--- src/hdl/audio_ring_buffer_overrun_underrun_core_assert.svh ---
// Assertion macros used by the audio ring buffer back end.
// Build with ASSERT_OFF defined to drop every check.
`ifndef AUDIO_RING_BUFFER_OVERRUN_UNDERRUN_CORE_ASSERT_SVH
`define AUDIO_RING_BUFFER_OVERRUN_UNDERRUN_CORE_ASSERT_SVH

`ifndef ASSERT_OFF

// Property must hold at every clock edge outside reset.
`define ARBRC_ASSERT(lbl, clk, rst_n, prop) \
  lbl: assert property (@(posedge clk) disable iff (!rst_n) prop) \
    else $error("%m: assertion failed");

// Condition must never be true outside reset.
`define ARBRC_ASSERT_NEVER(lbl, clk, rst_n, cond) \
  lbl: assert property (@(posedge clk) disable iff (!rst_n) !(cond)) \
    else $error("%m: forbidden condition seen");

`else

`define ARBRC_ASSERT(lbl, clk, rst_n, prop)
`define ARBRC_ASSERT_NEVER(lbl, clk, rst_n, cond)

`endif

`endif

--- src/hdl/arbrc_pkg.sv ---
`timescale 1ns / 1ps

package arbrc_pkg;

  // Packet and Depth are powers of two; Depth is a multiple of Packet
  localparam int unsigned Packet   = 64;
  localparam int unsigned Depth    = 16384;

  localparam int unsigned PktW     = $clog2(Packet);
  localparam int unsigned PktCntW  = $clog2(Packet + 1);
  localparam int unsigned AddrW    = $clog2(Depth);
  localparam int unsigned SizeW    = $clog2(Depth + 1);
  localparam int unsigned CfgW     = 15;
  localparam int unsigned SampleW  = 32;
  localparam int unsigned DropW    = 15;
  localparam int unsigned CmdDepth = 4;

  localparam logic [CfgW-1:0] SizeReset   = CfgW'(11520);
  localparam logic [CfgW-1:0] RefillReset = CfgW'(5760);

  // Configuration register indexes
  typedef enum logic {
    RegSize   = 1'b0,
    RegRefill = 1'b1
  } cfg_reg_e;

  // Command classes handed from the front end to the back end
  typedef enum logic [1:0] {
    OpSample = 2'd0,
    OpCommit = 2'd1,
    OpRead   = 2'd2
  } cmd_op_e;

  typedef struct packed {
    cmd_op_e                    op;
    logic [PktW-1:0]            slot;
    logic signed [SampleW-1:0]  left;
    logic signed [SampleW-1:0]  right;
  } cmd_t;

  typedef struct packed {
    logic [CfgW-1:0] size;
    logic [CfgW-1:0] refill;
  } cfg_t;

endpackage

--- src/hdl/arbrc_front.sv ---
`timescale 1ns / 1ps

module arbrc_front (
  input  logic                                 clk_i,
  input  logic                                 rst_ni,
  input  logic                                 in_valid_i,
  output logic                                 in_stall_o,
  input  logic                                 action_i,
  input  logic signed [arbrc_pkg::SampleW-1:0] sample_left_i,
  input  logic signed [arbrc_pkg::SampleW-1:0] sample_right_i,
  input  logic                                 q_full_i,
  output logic                                 q_push_o,
  output arbrc_pkg::cmd_t                      q_cmd_o
);

  localparam int unsigned PktW = arbrc_pkg::PktW;
  localparam logic [PktW-1:0] LastSlot = PktW'(arbrc_pkg::Packet - 1);

  logic [PktW-1:0] slot_q, slot_d;
  logic            accept;

  // Requests pass straight into the command queue
  assign in_stall_o = q_full_i;
  assign accept     = in_valid_i && !q_full_i;
  assign q_push_o   = accept;

  // Classify: a read, a staged sample, or the sample that completes a packet
  always_comb begin
    q_cmd_o.slot  = slot_q;
    q_cmd_o.left  = sample_left_i;
    q_cmd_o.right = sample_right_i;
    if (action_i) begin
      q_cmd_o.op = arbrc_pkg::OpRead;
    end else if (slot_q == LastSlot) begin
      q_cmd_o.op = arbrc_pkg::OpCommit;
    end else begin
      q_cmd_o.op = arbrc_pkg::OpSample;
    end

    slot_d = slot_q;
    if (accept && !action_i) begin
      slot_d = (slot_q == LastSlot) ? '0 : slot_q + 1'b1;
    end
  end

  always_ff @(posedge clk_i or negedge rst_ni) begin
    if (!rst_ni) begin
      slot_q <= '0;
    end else begin
      slot_q <= slot_d;
    end
  end

endmodule

--- config.mk ---
export PLATFORM = sky130hd
export DESIGN_NAME = arbrc_front
export DESIGN_NICKNAME = d
export VERILOG_FILES = /design/src/hdl/audio_ring_buffer_overrun_underrun_core_assert.svh /design/src/hdl/arbrc_pkg.sv /design/src/hdl/arbrc_front.sv
export SDC_FILE = /design/constraint.sdc
export NUM_CORES = 1
export LEC_CHECK = 0
export BUFFER_PORTS_ARGS = -buffer_cell sky130_fd_sc_hd__buf_2
export CAP_MARGIN = 20
export CORE_MARGIN = 4
export CORE_UTILIZATION = 25
export CTS_BUF_LIST = sky130_fd_sc_hd__clkbuf_2 sky130_fd_sc_hd__clkbuf_4 sky130_fd_sc_hd__clkbuf_8
export DETAILED_ROUTE_END_ITERATION = 12
export MAX_ROUTING_LAYER = met4
export PLACE_DENSITY_LB_ADDON = 0.3
export SYNTH_ARGS = -nofsm -noshare
export SYNTH_HDL_FRONTEND = slang
export SYNTH_SLANG_ARGS = --single-unit
--- constraint.sdc ---
create_clock -name clk_i -period 1.39 [get_ports clk_i]
set_clock_uncertainty 0.15 [all_clocks]
set_input_delay 0.3475 -clock clk_i [delete_from_list [all_inputs] [get_ports clk_i]]
set_output_delay 0.3475 -clock clk_i [all_outputs]
set_load 0.02 [all_outputs]
Yosys cells after proc, flatten, opt, wreduce, memory -nomap -nowiden
Cells that the tools add are included.

storage, ports and cells
  register bits after elaboration = 6
  input port bits = 69
  word-level logic and storage cells = 10

cells by class
  add/sub/neg operators = 1
  eq/ne operators = 1
  multiplexer cells = 3
  reductions and logical operators = 4

operator list
  kind                 count
  $add 6x1->6 const B  1
  $eq 6x6->1 const B   1
  $mux 6               1
  $logic_and 1x1->1    2
  $logic_not 1->1      2
  $mux 2               1
  $mux 1               1

Depth between registers and ports, before layout
  word-level depth = 3
  mapped depth = 4
  gate-level depth less buffers = 4

Worst setup path before layout
No wires, ideal clock.

  path kind = flip-flop to output port
  start = register slot_q[0]
  end = output q_cmd_o[70] (netlist name)
  data arrival time = 1.172 ns
  path slack = -0.280 ns
  stages on the path, launching flop included = 4
  required time = 0.892 ns
  path through = dfrtp_1 ha_1 and3_1 and2b_1

RTL lines
  item                    RTL line           text
  from (decl)             arbrc_front.sv:19  logic [PktW-1:0] slot_q, slot_d;
  from (signal assigned)  arbrc_front.sv:50  slot_q <= slot_d;
  to (decl)               arbrc_front.sv:13  output arbrc_pkg::cmd_t q_cmd_o

==> results.cfg <==
[synth]
synth_edf_count = 0
synthCells = 99
ys_warn_count = 0
yosys_most_used_dff = dfrtp_1
syn_avg_cell_area_sq_um = 8.329
yosys.area.top_type = buf_4
ys_top_cells_by_count = buf_4, dfrtp_1, nand2_1
syn-num-nets = 169
async_reset_ff_share_pct = 100.0
synth.top_cell.area_share_pct = 60.09
synth.area.top_cells = buf_4, dfrtp_1, o21ai_1, nand2_1, xnor2_1
ys_ff_latch = 6
post-synth-top-count-cell = buf_4
netlist_area_sq_um = 824.5
synth_cell_types = 18
ys_seq_area_share_pct = 18.21

[sta]
setup_slack_ns = -0.4346
worst_pin_slew_ns = 0.3482
hold_viol = 0
post-route-period-util_pct = 131.3
slew_violations = 0
rsz0062_at_grt = true
relSlewSlack_pct = 76.69
finalSetupViolCount = 3
max_freq_mhz = 548.1
layout_min_cycle_time_ns = 1.825
whs_ns = 0.3132

[global_route]
grt_max_degree = 7
grt.overflow.total = 0
grt_pass1_wl_um = 2622
grt_pass1_vias = 470
antenna_found_initial = 0
track_usage_pct = 8.654

[die]
die_w_um = 65.43
start_util_pct = 26.57
rows = 20
die_h_um = 65.43
io_pins = 143
dieArea_sq_um = 4281
core_sq_um = 3103

[place]
port_buffers = 14
gp_congestion = 0.6886
place_area_sq_um = 574.3
hpwlAfterDp_um = 1433

[finish]
antenna_cells = 0
regMostFlops = slot_q
reg_top3 = slot_q x6
fin_nets = 142
drive_gt1_share_pct = 69.01
largest_register_ffs = 6
area_growth_pct = -10.47
final_area_sq_um = 738.2

[drt]
routed_via_density = 4.139
drc = 0
num_vias = 476
dr.pass1.iters = 4
drt_iter0_drc = 4
wire_per_inst_um = 15.97
wl_um = 1836
antenna_left = 0

[clock_network]
cts_buffers = 3
cts_tree = done
cts.sinks = 6
path_clk_slew_ns = 0.05
cts_buffer_depth = 2
h-tree-depth = 1
clk_latency_ns = 0.25
clockRootBuffer = clkbuf_4

[hold_path]
min_path_type = primary input to flop
hold_end = slot_q[2]
worstHoldStart = q_full_i
hold_depth = 4

[pwr]
power_leakage_nw = 0.3343
ir_drop_mv = 0.3440
power_density_nw_per_um2 = 1422
finalPower_mw = 1.050

[critical_path]
path_max_fanout = 2
worstSetupEndpointType = output pin
cp.required_ns = 0.89
startpoint_type = flop
cp_data_arrival_time_ns = 1.33
r2r-start = slot_q[1]
reg2regPathDepth = 6
critPathKind = flop to output pin
r2r_slack_ns = 0
reg2reg_to = slot_q[3]

[job]
maxCapViolCount = 0

[outcome]
status = finished with violations
violations = negative setup slack
==> placed cells by master (no fill, tap or decap) <==
| cell | netlist | final |
|---|---|---|
| a21oi_1 | 1 | 1 |
| and2b_2 | 0 | 1 |
| and3_4 | 0 | 2 |
| buf_2 | 0 | 7 |
| buf_4 | 66 | 13 |
| buf_6 | 0 | 13 |
| clkbuf_4 | 0 | 4 |
| dfrtp_1 | 6 | 1 |
| dfrtp_2 | 0 | 5 |
| dlygate4sd3_1 | 0 | 1 |
| ha_4 | 0 | 1 |
| mux2i_1 | 1 | 1 |
| nand2_1 | 5 | 5 |
| nand2b_1 | 1 | 1 |
| nand3_1 | 2 | 1 |
| nand3_2 | 0 | 1 |
| nand4_1 | 2 | 2 |
| nor2b_1 | 1 | 1 |
| nor3b_2 | 1 | 1 |
| nor4b_1 | 1 | 1 |
| o21ai_1 | 4 | 4 |
| o31ai_1 | 1 | 1 |
| or3b_4 | 1 | 1 |
| xnor2_1 | 2 | 2 |
==> final cells by class <==
class	instances	area, sq um
Tap cell	44	55.05
Timing Repair Buffer	34	289.0
Sequential cell	6	156.4
Multi-Input combinational cell	27	207.7
Clock buffer	4	30.03
Fill cell	361	2365
==> where the power goes <==
group          internal (mW)  switching (mW)
sequential             0.229          0.0404
clock                  0.129          0.0719
combinational          0.333           0.246
==> worst max-delay path, stage by stage (launching register included) <==
cell and delay [ns]:
dfrtp_2 0.42, ha_4 0.16, and3_4 0.18, and2b_2 0.19, buf_6 0.13
==> layer usage <==
| metal | track usage (%) | vias to the layer above | routed length, um |
|---|---|---|---|
| met3 | 8.205 | 6 | 371 |
| li1 | - | 198 | - |
| met5 | - | - | 0 |
| met1 | 7.979 | 212 | 602 |
| met2 | 12.52 | 60 | 837 |
| met4 | 3.109 | 0 | 25 |
==> cells by family after synthesis <==
family | synth area share [%]
AO/OA/AOI/OAI | 3.945
adder cells (fa/ha/maj) | 1.517
multiplexers | 1.214
AND/OR/NAND/NOR | 12.90
XOR/XNOR | 2.125
flip-flops | 18.21
buffers and inverters | 60.09
==> worst max path at each step <==
stage	slack, ns	to	startpoint
global placement	-0.17	q_cmd_o[70]	slot_q[4]
finish	-0.43	q_cmd_o[70]	slot_q[1]
CTS	-0.43	q_cmd_o[70]	slot_q[4]
floorplan	-0.16	q_cmd_o[70]	slot_q[2]
detailed placement	-0.17	q_cmd_o[70]	slot_q[4]
global route	-0.47	q_cmd_o[70]	slot_q[0]
==> per-stage QoR <==
step / std cells / utilization (%) / TNS [ns] / setup WS (ns)
floorplan: 99 / - / -0.1604 / -0.1604
global placement: 103 / 18.51 / -0.3339 / -0.1728
detailed placement: 103 / 18.51 / -0.3931 / -0.1707
CTS: 114 / 23.39 / -0.6034 / -0.4274
global route: 115 / 23.79 / -0.8497 / -0.4696
finish: 115 / 23.79 / -0.5934 / -0.4346
==> repair_timing <==
| item | 4_1_cts | 5_1_grt |
|---|---|---|
| hold endpoints to repair | 6 | 0 |
| endpoints found under the setup margin | 7 | 7 |
| buffers inserted | 6 | 3 |
| pin swaps | 0 | 3 |
| resized for setup | 20 | 3 |
| hold buffers | 1 | 0 |
Power figures use the tool's default switching activity.
