File: config.mk
export PLATFORM = sky130hd
export DESIGN_NAME = arbrc_cmd_fifo
export DESIGN_NICKNAME = d
export VERILOG_FILES = /design/src/hdl/audio_ring_buffer_overrun_underrun_core_assert.svh /design/src/hdl/arbrc_pkg.sv /design/src/hdl/arbrc_cmd_fifo.sv
export SDC_FILE = /design/constraint.sdc
export NUM_CORES = 1
export LEC_CHECK = 0
export BUFFER_PORTS_ARGS = -buffer_cell sky130_fd_sc_hd__buf_2
export CORE_MARGIN = 2
export CORE_UTILIZATION = 26
export DETAILED_ROUTE_END_ITERATION = 8
export PLACE_DENSITY = 0.42
export SLEW_MARGIN = 15
export SYNTH_ARGS = -nofsm -noshare
export SYNTH_HDL_FRONTEND = slang
export SYNTH_SLANG_ARGS = --single-unit
File: constraint.sdc
create_clock -name clk_i -period 3.54 [get_ports clk_i]
set_input_delay 0.177 -clock clk_i [delete_from_list [all_inputs] [get_ports clk_i]]
set_output_delay 0.177 -clock clk_i [all_outputs]
set_load 0.05 [all_outputs]
File: src/hdl/audio_ring_buffer_overrun_underrun_core_assert.svh
// Assertion macros used by the audio ring buffer back end.
// Build with ASSERT_OFF defined to drop every check.
`ifndef AUDIO_RING_BUFFER_OVERRUN_UNDERRUN_CORE_ASSERT_SVH
`define AUDIO_RING_BUFFER_OVERRUN_UNDERRUN_CORE_ASSERT_SVH

`ifndef ASSERT_OFF

// Property must hold at every clock edge outside reset.
`define ARBRC_ASSERT(lbl, clk, rst_n, prop) \
  lbl: assert property (@(posedge clk) disable iff (!rst_n) prop) \
    else $error("%m: assertion failed");

// Condition must never be true outside reset.
`define ARBRC_ASSERT_NEVER(lbl, clk, rst_n, cond) \
  lbl: assert property (@(posedge clk) disable iff (!rst_n) !(cond)) \
    else $error("%m: forbidden condition seen");

`else

`define ARBRC_ASSERT(lbl, clk, rst_n, prop)
`define ARBRC_ASSERT_NEVER(lbl, clk, rst_n, cond)

`endif

`endif

File: src/hdl/arbrc_pkg.sv
`timescale 1ns / 1ps

package arbrc_pkg;

  // Packet and Depth are powers of two; Depth is a multiple of Packet
  localparam int unsigned Packet   = 64;
  localparam int unsigned Depth    = 16384;

  localparam int unsigned PktW     = $clog2(Packet);
  localparam int unsigned PktCntW  = $clog2(Packet + 1);
  localparam int unsigned AddrW    = $clog2(Depth);
  localparam int unsigned SizeW    = $clog2(Depth + 1);
  localparam int unsigned CfgW     = 15;
  localparam int unsigned SampleW  = 32;
  localparam int unsigned DropW    = 15;
  localparam int unsigned CmdDepth = 4;

  localparam logic [CfgW-1:0] SizeReset   = CfgW'(11520);
  localparam logic [CfgW-1:0] RefillReset = CfgW'(5760);

  // Configuration register indexes
  typedef enum logic {
    RegSize   = 1'b0,
    RegRefill = 1'b1
  } cfg_reg_e;

  // Command classes handed from the front end to the back end
  typedef enum logic [1:0] {
    OpSample = 2'd0,
    OpCommit = 2'd1,
    OpRead   = 2'd2
  } cmd_op_e;

  typedef struct packed {
    cmd_op_e                    op;
    logic [PktW-1:0]            slot;
    logic signed [SampleW-1:0]  left;
    logic signed [SampleW-1:0]  right;
  } cmd_t;

  typedef struct packed {
    logic [CfgW-1:0] size;
    logic [CfgW-1:0] refill;
  } cfg_t;

endpackage

File: src/hdl/arbrc_cmd_fifo.sv
`timescale 1ns / 1ps

module arbrc_cmd_fifo (
  input  logic            clk_i,
  input  logic            rst_ni,
  input  logic            push_i,
  input  arbrc_pkg::cmd_t cmd_i,
  output logic            full_o,
  input  logic            pop_i,
  output logic            valid_o,
  output arbrc_pkg::cmd_t cmd_o
);

  localparam int unsigned Entries = arbrc_pkg::CmdDepth;
  localparam int unsigned PtrW    = $clog2(Entries);
  localparam int unsigned CntW    = $clog2(Entries + 1);

  arbrc_pkg::cmd_t mem_q [Entries];
  logic [PtrW-1:0] wr_q, wr_d, rd_q, rd_d;
  logic [CntW-1:0] cnt_q, cnt_d;
  logic            do_push, do_pop;

  assign full_o  = (cnt_q == CntW'(Entries));
  assign valid_o = (cnt_q != '0);
  assign cmd_o   = mem_q[rd_q];
  assign do_push = push_i && !full_o;
  assign do_pop  = pop_i && valid_o;

  // Pointer and count bookkeeping
  always_comb begin
    wr_d  = wr_q;
    rd_d  = rd_q;
    if (do_push) begin
      wr_d = (wr_q == PtrW'(Entries - 1)) ? '0 : wr_q + 1'b1;
    end
    if (do_pop) begin
      rd_d = (rd_q == PtrW'(Entries - 1)) ? '0 : rd_q + 1'b1;
    end
    cnt_d = cnt_q + CntW'(do_push) - CntW'(do_pop);
  end

  always_ff @(posedge clk_i or negedge rst_ni) begin
    if (!rst_ni) begin
      wr_q  <= '0;
      rd_q  <= '0;
      cnt_q <= '0;
    end else begin
      wr_q  <= wr_d;
      rd_q  <= rd_d;
      cnt_q <= cnt_d;
    end
  end

  // Entry storage, no reset needed
  always_ff @(posedge clk_i) begin
    if (do_push) begin
      mem_q[wr_q] <= cmd_i;
    end
  end

endmodule

======== Word-level counts from Yosys, hierarchy flattened ========
Memory sizes are Yosys's and may differ from the RTL's.
Index checks and enable logic that the tools add are counted.
word-level totals
  bits in registers ....................... 7
  word-level logic and storage cells ...... 19
  memories kept ........................... 1
  RAM bits ................................ 288
  input bits .............................. 76
  output and inout bits ................... 74
memory list
  name   words  bits a word  read ports  clocked after Yosys merged registers in  wr ports  RTL line              text
  mem_q  4      72           1           0                                        1         arbrc_cmd_fifo.sv:18  arbrc_pkg::cmd_t mem_q [Entries];
operators by class
  muxes and demuxes ....................... 4
  reductions and logical operators ........ 4
  equal/unequal tests ..................... 3
  $add $sub $neg .......................... 4
operators by type and width
  operator                                      count
  adder 2 x 1 -> 2 bit (second input constant)  2
  == test 2 bit (second input constant)         2
  2-to-1 mux 2 bit                              2
  adder 3 x 1 -> 3 bit                          1
  == test 3 bit (second input constant)         1
  nonzero test 3 bit                            1
  subtractor 3 x 1 -> 3 bit                     1
  logical AND 1 bit                             2
  2-to-1 mux 1 bit                              2
  logical NOT 1 bit                             1

======== Longest topological paths before layout ========
Gate-level depths: netlist of run 1.
  depth in word-level cells ............... 5
  depth in mapped cells ................... 10
  depth with buffers taken out ............ 9

======== Worst setup path after synthesis of run 1 ========
No wires, ideal clock.
  path kind ............................... register to register
  start point ............................. reg cnt_q[1]
  end point ............................... reg cnt_q[2]
  stages on the path, launching flop included .. 11
  required time ........................... 3.413 ns
  data arrival time ....................... 2.082 ns
  clock period less this slack ............ 2.209 ns
  setup slack ............................. 1.331 ns
  library setup time ...................... 0.127 ns
  cell sequence ........................... dfrtp_1 > or3b_1 > buf_2 > nand2_1 > ha_1 > inv_1 > ha_1 > inv_1 > fa_1 > xnor2_1 > xnor2_1
on the way
  longest elaborated chain between the ends .. 5
RTL lines
  what                         RTL line              text
  from (decl)                  arbrc_cmd_fifo.sv:20  logic [CntW-1:0] cnt_q, cnt_d;
  from (signal assigned)       arbrc_cmd_fifo.sv:50  cnt_q <= cnt_d;
  == test 3 bit                arbrc_cmd_fifo.sv:23  assign full_o = (cnt_q == CntW'(Entries));
  logical NOT 1 bit            arbrc_cmd_fifo.sv:26  assign do_push = push_i && !full_o;
  logical AND 1 bit            arbrc_cmd_fifo.sv:26
  adder 3 x 1 -> 3 bit         arbrc_cmd_fifo.sv:39  cnt_d = cnt_q + CntW'(do_push) - CntW'(do_pop);
  subtractor 3 x 1 -> 3 bit *  arbrc_cmd_fifo.sv:39
  named net cnt_d[2]           arbrc_cmd_fifo.sv:20
Mark *: on every way through the listed nets, which the timed path passes. The rest lies on a longest branch.
A chain may end at the register's enable or synchronous reset.

==> metrics.md, run 1 <==
| Metric | Value |
|---|---|
| Status | `finished, final reports clean` |
| Clock sink total | `295` |
| GR Overflow Total | `0` |
| WHS Path Cells | `3` |
| Final hold vios | `0` |
| Final worst slack | `0.846 ns` |
| CP top delay family | `flip-flops` |
| Nature of the critical path startpoint | `flip-flop` |
| CTS tree | `done` |
| Post-CTS Setup Bufs | `0` |
| Chip height | `209 um` |
| Synth cell types | `24` |
| Shortest period the worst path allows | `2.69 ns` |
| Final GP Congestion | `0.670` |
| Synth Area per Inst | `25.9 um^2` |
| Largest net degree at the start of global routing | `45` |
| Crit path capture type | `output port` |
| Drt wl/cell | `19.0 um` |
| Gr usage total | `10.9%` |
| Ys Warns | `0` |
| Post-synthesis sequential area ratio | `81.1%` |
| Critical Path RT | `3.36 ns` |
| EDFF count, synth | `288` |
| Fill cell count | `3882` |
| Max Freq | `371 MHz` |
| Cts repair resizes | `0` |
| Largest family of logic cells by synthesized area | `multiplexers` |
| Vias | `5209` |
| Die area | `43500 um^2` |
| Iter 0 DRT Violations | `207` |
| Total design power | `0.0131 W` |
| Clk slew on worst S/H paths | `0.06 ns` |
| WP depth | `3` |
| Crit path max fanout | `28` |
| Pleak | `4.81 nW` |
| Worst-skew pair later-pin latency | `0.53 ns` |
| DR vias/cell | `4.24` |
| XOR/XNOR Fraction of Synth Area | `0.161%` |
| Remaining DRCs | `0` |
| Worst min path class | `input pin to flip-flop` |
| Register bit count reported by yosys | `295` |
| Cells along the critical path | `buf_12 -> mux4_2 -> buf_2` |
| Antenna violations before repair | `2` |
| Pre-CTS WS | `1.09 ns` |
| Share of post-route cells with drive strength above 1 | `40.4%` |
| Drt first pass iters | `4` |
| Skew final | `0.0189 ns` |
| First-pass GRT wire length | `35300 um` |
| Root Buffer | `clkbuf_16` |
| Critical path class | `flip-flop to output port` |
| CTS Buf Count | `35` |
| Mux share of post-synthesis cell area | `15.1%` |
| Post-DP HPWL | `13500 um` |
| Final ANT Viol Nets | `0` |
| P&R area growth vs syn | `29.9%` |
| Setup violations, final | `0` |
| CTS Buffer Depth | `3` |
| Die X | `209 um` |
| Netlist Area Pre-Place | `10900 um^2` |
| PD cells | `930 nW/um^2` |
| Final Max Tran Viols | `0` |
| Area share of fa/ha/maj cells after synthesis | `0.989%` |
| Cells on worst reg2reg path | `9` |
| H-tree levels | `2` |
| Simple-Gate Fraction of Synth Area | `0.943%` |
| Core Area | `41000 um^2` |
| Slew margin rel. | `57.6%` |
| Crit path max-delay cell type | `dfrtp_4` |
| Hold_ws | `0.0688 ns` |
| RSZ-0062 raised after global routing | `false` |
| MaxCap Viol Count | `0` |
| Max stage delay on crit path | `0.84 ns` |
| Synth Area in Compound Gates | `0.219%` |
| Ports | `150` |
| Tcrit/Tclk final | `76.1%` |
| CP Buf/Inv Count | `2` |
| Hold-fix buffers, CTS | `75` |
| Vias in the first global route | `5880` |
| Final core utilization | `34.4%` |
| Nets | `755` |
| Top FF cell, synth | `edfxtp_1` |
| Placement Rows | `74` |
| Worst Tran Pin Value | `0.635 ns` |
| Final TNS setup | `0 ns` |
| CP arrival | `2.52 ns` |
| Buffers on Ports | `149` |
| Total routed wirelength | `23300 um` |
| Net Count, Synth | `504` |
| Mapped Cells | `420` |
| Asr flop ratio synth | `2.37%` |
| Initial core utilization | `26.5%` |
| Worst vdd ir | `0.000379 V` |
==> power breakdown <==
group / total (W) / switching (W) / internal [W]
Clock: 0.00329 / 0.00132 / 0.00198
Sequential: 0.00495 / 0.000345 / 0.00460
Combinational: 0.00489 / 0.00335 / 0.00154
==> per-layer routing <==
metal	routed length [um]	track usage (%)	share of wire, %
met5	12	0	0.052
met4	478	3.37	2.1
met3	1340	3.70	5.7
met2	11500	18.3	49
met1	9960	13.4	43
==> registers in the layout (all words and copies together), names as in the netlist <==
| register | flops |
|---|---|
| mem_q | 288 |
| rd_q | 2 |
| wr_q | 2 |
| cnt_q | 3 |
==> worst reg2reg max path, stage by stage, from the launching register on <==
cell and delay (ns):
dfrtp_1 0.45, or3b_1 0.53, nand2_1 0.13, ha_1 0.24, inv_1 0.07, ha_1 0.15, inv_1 0.06, fa_1 0.41
xnor2_1 0.19, xnor2_1 0.14
==> cell usage in the layout, fill, tap and decap left out, types with 2 or more instances in the layout <==
master and n:
and3_4 4, buf_12 7, buf_2 149, clkbuf_1 11, clkbuf_16 37, clkinv_1 8, clkinv_2 3, dfrtp_1 5
dfrtp_4 2, dlygate4sd3_1 75, edfxtp_1 288, ha_1 7, inv_1 7, mux2_2 2, mux4_2 72, nand2_1 2
xnor2_1 2
==> per-stage QoR <==
step | instance area, um^2 | cells
6_report | 14100 | 1228
5_1_grt | 14100 | 1228
4_1_cts | 14100 | 1227
3_5_place_dp | 12300 | 1091
3_3_place_gp | 12300 | 1091
2_1_floorplan | 10900 | 420
==> cells in the mapped netlist, types with 2 or more instances <==
cell type  count  area share [%]
and3_2         4            0.28
nand2_1        2           0.069
dfrtp_1        7             1.6
inv_1          7            0.24
mux4_2        72              15
edfxtp_1     288              80
xnor2_1        2            0.16
ha_1           7            0.81
buf_2          9            0.41
mux2_2         2            0.21
buf_6          7            0.72
==> layout make-up <==
| class | count | area [um^2] | share of cell area [%] |
|---|---|---|---|
| Antenna cell | 1 | 2.50 | 0.0177 |
| Clock buffer | 48 | 967 | 6.85 |
| Clock inverter | 13 | 86.3 | 0.611 |
| Inverter | 7 | 26.3 | 0.186 |
| Multi-Input combinational cell | 101 | 1910 | 13.5 |
| Sequential cell | 295 | 8830 | 62.5 |
| Tap cell | 532 | 666 | 4.71 |
| Timing Repair Buffer | 231 | 1640 | 11.6 |
==> path summary, 6_finish.rpt <==
kind	slack (ns)	to	from
max	0.85	cmd_o[4]	rd_q[0]
min	0.07	rd_q[0]	pop_i
max reg2reg	1.10	cnt_q[2]	cnt_q[1]
min reg2reg	0.60	cnt_q[2]	cnt_q[1]
max in group asynchronous	2.63	rd_q[1]	rst_ni
min in group asynchronous	0.61	wr_q[1]	rst_ni
==> cells by family (layout without fill, tap and decap cells) <==
family / Yosys count / after routing
fa+ha+maj: 8 / 8
buf+inv: 24 / 299
compound gates: 3 / 3
flops: 295 / 295
mux: 74 / 74
other cells: 0 / 1
xor+xnor: 2 / 2
simple gates: 14 / 14
Power figures use the tool's default switching activity.
==> inputs of run 2 (changes only) <==
==> constraint.sdc (replaced) <==
create_clock -name clk_i -period 2.56 [get_ports clk_i]
set_input_delay 0.128 -clock clk_i [delete_from_list [all_inputs] [get_ports clk_i]]
set_output_delay 0.128 -clock clk_i [all_outputs]
set_load 0.05 [all_outputs]
==> run 2 against run 1 <==
Effect of this change: critical path depth unchanged; sequential power up 37%; register-to-register slack worse by 0.81 ns; largest cell class unchanged; power up 43%; final cell count up 1.2%; hold slack better by 0.046 ns; sequential share of layout area down 1.1 points; final area up 1.7%; routed wire length up 1.9%; largest power group is now combinational logic.
==> metrics.md, run 2 (synthesized netlist as in run 1, its figures left out) <==
| Metric | Value |
|---|---|
| Shortest period the worst path allows | `2.39 ns` |
| Fill cell count | `3816 (-1.7%)` |
| Root Buffer | `clkbuf_16` |
| Chip height | `209 um (unchanged)` |
| Cell Area, Placed | `12400 um^2 (+0.77%)` |
| Final TNS setup | `0 ns (unchanged)` |
| GR Overflow Total | `0 (unchanged)` |
| Combinational share of power | `37.6% (+0.4 points)` |
| Crit path max-delay cell type | `dfrtp_4` |
| Switching Fraction | `37.5% (-0.69 points)` |
| Skew final | `0.0124 ns (-0.00649 ns)` |
| DR vias/cell | `4.23 (-0.18%)` |
| Status | `finished, final reports clean` |
| Crit path capture type | `output port` |
| Buffers on Ports | `149 (unchanged)` |
| Clock sink total | `295 (unchanged)` |
| Iter 0 DRT Violations | `238 (+15%)` |
| MaxCap Viol Count | `0 (unchanged)` |
| Sw Pwr | `0.00702 W (+40%)` |
| Crit path max fanout | `11 (-61%)` |
| Slew margin rel. | `58.0% (+0.31 points)` |
| Internal power | `0.0117 W (+44%)` |
| Worst-skew pair later-pin latency | `0.52 ns (about the same)` |
| Reg with most FFs | `mem_q` |
| CTS Buf Count | `35 (unchanged)` |
| First-pass GRT wire length | `36300 um (+2.7%)` |
| Multi-input gate area | `1910 um^2 (unchanged)` |
| Critical Path RT | `2.43 ns (-0.93 ns)` |
| CTS tree | `done` |
| Final ANT Viol Nets | `0 (unchanged)` |
| Critical path class | `flip-flop to output port` |
| Worst vdd ir | `0.000778 V (+110%)` |
| Clk slew on worst S/H paths | `0.05 ns (about the same)` |
| CP arrival | `2.27 ns (-0.25 ns)` |
| P&R area growth vs syn | `32.1%` |
| Total routed wirelength | `23700 um (+1.9%)` |
| Largest net degree at the start of global routing | `38 (-16%)` |
| Commonest non-fill, non-tap cell in the layout | `edfxtp_1` |
| Max Freq | `418 MHz` |
| Nature of the critical path startpoint | `flip-flop` |
| Sequential cell area | `8830 um^2 (unchanged)` |
| Share of post-route cells with drive strength above 1 | `42.2% (+1.8 points)` |
| Vias | `5263 (+1.0%)` |
| Final Instance Area | `14400 um^2 (+1.7%)` |
| Sequential share of power | `36.1% (-1.6 points)` |
| Largest register FFs | `288 (unchanged)` |
| Antenna violations before repair | `3 (+1)` |
| Final GP Congestion | `0.686 (+2.5%)` |
| Worst min path class | `input pin to flip-flop` |
| CTS Buffer Depth | `3 (unchanged)` |
| Tcrit/Tclk final | `93.5%` |
| Nets | `768 (+1.7%)` |
| PD cells | `1300 nW/um^2 (+40%)` |
| Max stage delay on crit path | `0.65 ns (-0.19 ns)` |
| Pleak | `4.93 nW (+2.6%)` |
| Post-DP HPWL | `13900 um (+3.3%)` |
| Post-Layout Cell Count | `1243 (+1.2%)` |
| Cells along the critical path | `buf_4 -> mux4_2 -> buf_2` |
| # placed instances | `1102 (+1.0%)` |
| RSZ-0062 raised after global routing | `false` |
| Setup violations, final | `0 (unchanged)` |
| Core Area | `41000 um^2 (unchanged)` |
| Remaining DRCs | `0 (unchanged)` |
| Ports | `150 (unchanged)` |
| H-tree levels | `2 (unchanged)` |
| Final hold vios | `0 (unchanged)` |
| Die X | `209 um (unchanged)` |
| Cts repair resizes | `0 (unchanged)` |
| Gr usage total | `11.2% (+0.24 points)` |
| Vias in the first global route | `5950 (+1.2%)` |
| Worst Tran Pin Value | `0.631 ns (-0.00466 ns)` |
| Die area | `43500 um^2 (unchanged)` |
| Largest regs | `mem_q: 288 flops, cnt_q: 3 flops` |
| Initial core utilization | `26.5% (unchanged)` |
| Drt first pass iters | `4 (unchanged)` |
| Cells on worst reg2reg path | `9 (unchanged)` |
| Placement Rows | `74 (unchanged)` |
| Clock power share | `26.3% (+1.2 points)` |
| Drt wl/cell | `19.1 um (+0.70%)` |
| WHS Path Cells | `4 (+1)` |
| Final Max Tran Viols | `0 (unchanged)` |
| Commonest cells after routing, fill and taps aside | `288 x edfxtp_1, 149 x buf_2, 75 x dlygate4sd3_1` |
## run 2: cell types whose count changed in the layout (fill, tap and decap cells not counted), sizes merged
cell      before  now
buf          156  169
clkbuf        48   43
bufinv         1    4
clkinv        11   13
diode          1    3
clkinvlp       0    1
inv            8    7
## run 2: path summary, 6_finish.rpt
check                      slack, ns     start         to
setup / recovery                0.17   rd_q[0]  cmd_o[32]
hold / removal                  0.11     pop_i    rd_q[0]
setup reg to reg                0.29  cnt_q[1]   cnt_q[2]
hold reg to reg                 0.61   wr_q[1]    wr_q[1]
max in group asynchronous       1.65    rst_ni    rd_q[1]
min in group asynchronous       0.61    rst_ni   cnt_q[1]
## run 2: metrics by stage
stage	utilization, %	worst slack, ns	power [W]	hold slack, ns
after floorplan	-	0.351	0.0120	-0.168
after global placement	30.3	0.368	0.0138	-0.0249
after detailed placement	30.3	0.290	0.0139	-0.0148
after CTS	35.0	0.0435	0.0192	0.0726
after global routing	35.0	0.00669	0.0196	0.109
final	35.0	0.165	0.0187	0.114
## run 2: power groups by stage
stage	combinational, W	clock (W)	sequential [W]
5_1_grt	0.00746	0.00526	0.00688
6_report	0.00705	0.00492	0.00677
2_1_floorplan	0.00536	0	0.00663
3_5_place_dp	0.00690	0	0.00701
3_3_place_gp	0.00685	0	0.00694
4_1_cts	0.00725	0.00510	0.00681
## run 2: worst max-delay path, delay by kind of cell, from the launching register on
family	cells	cell delay [ns]
buffers and inverters	2	0.55
multiplexers	1	0.53
flip-flops	1	0.65
## run 2: area by class of cell
cell class / instances / share of cell area (%)
inverter: 7 / 0.183
sequential: 295 / 61.5
tap: 532 / 4.63
clock inverter: 18 / 1.25
timing repair buffer: 244 / 12.4
multi-input combinational: 101 / 13.3
clock buffer: 43 / 6.74
antenna: 3 / 0.0522
## run 2: what timing repair did
item | 4_1_cts | 5_1_grt
endpoints found under the hold margin | 297 | 0
setup buffers | 2 | 0
setup endpoints to repair | 36 | 0
hold buffers | 75 | 0
## run 2: layer usage
metal,up-vias,GRT usage [%],routed length [um]
met5,-,0,0
met4,0,3.40,505
met3,39,3.65,1380
met2,130,19.5,12100
met1,2754,13.1,9730
li1,2340,-,-
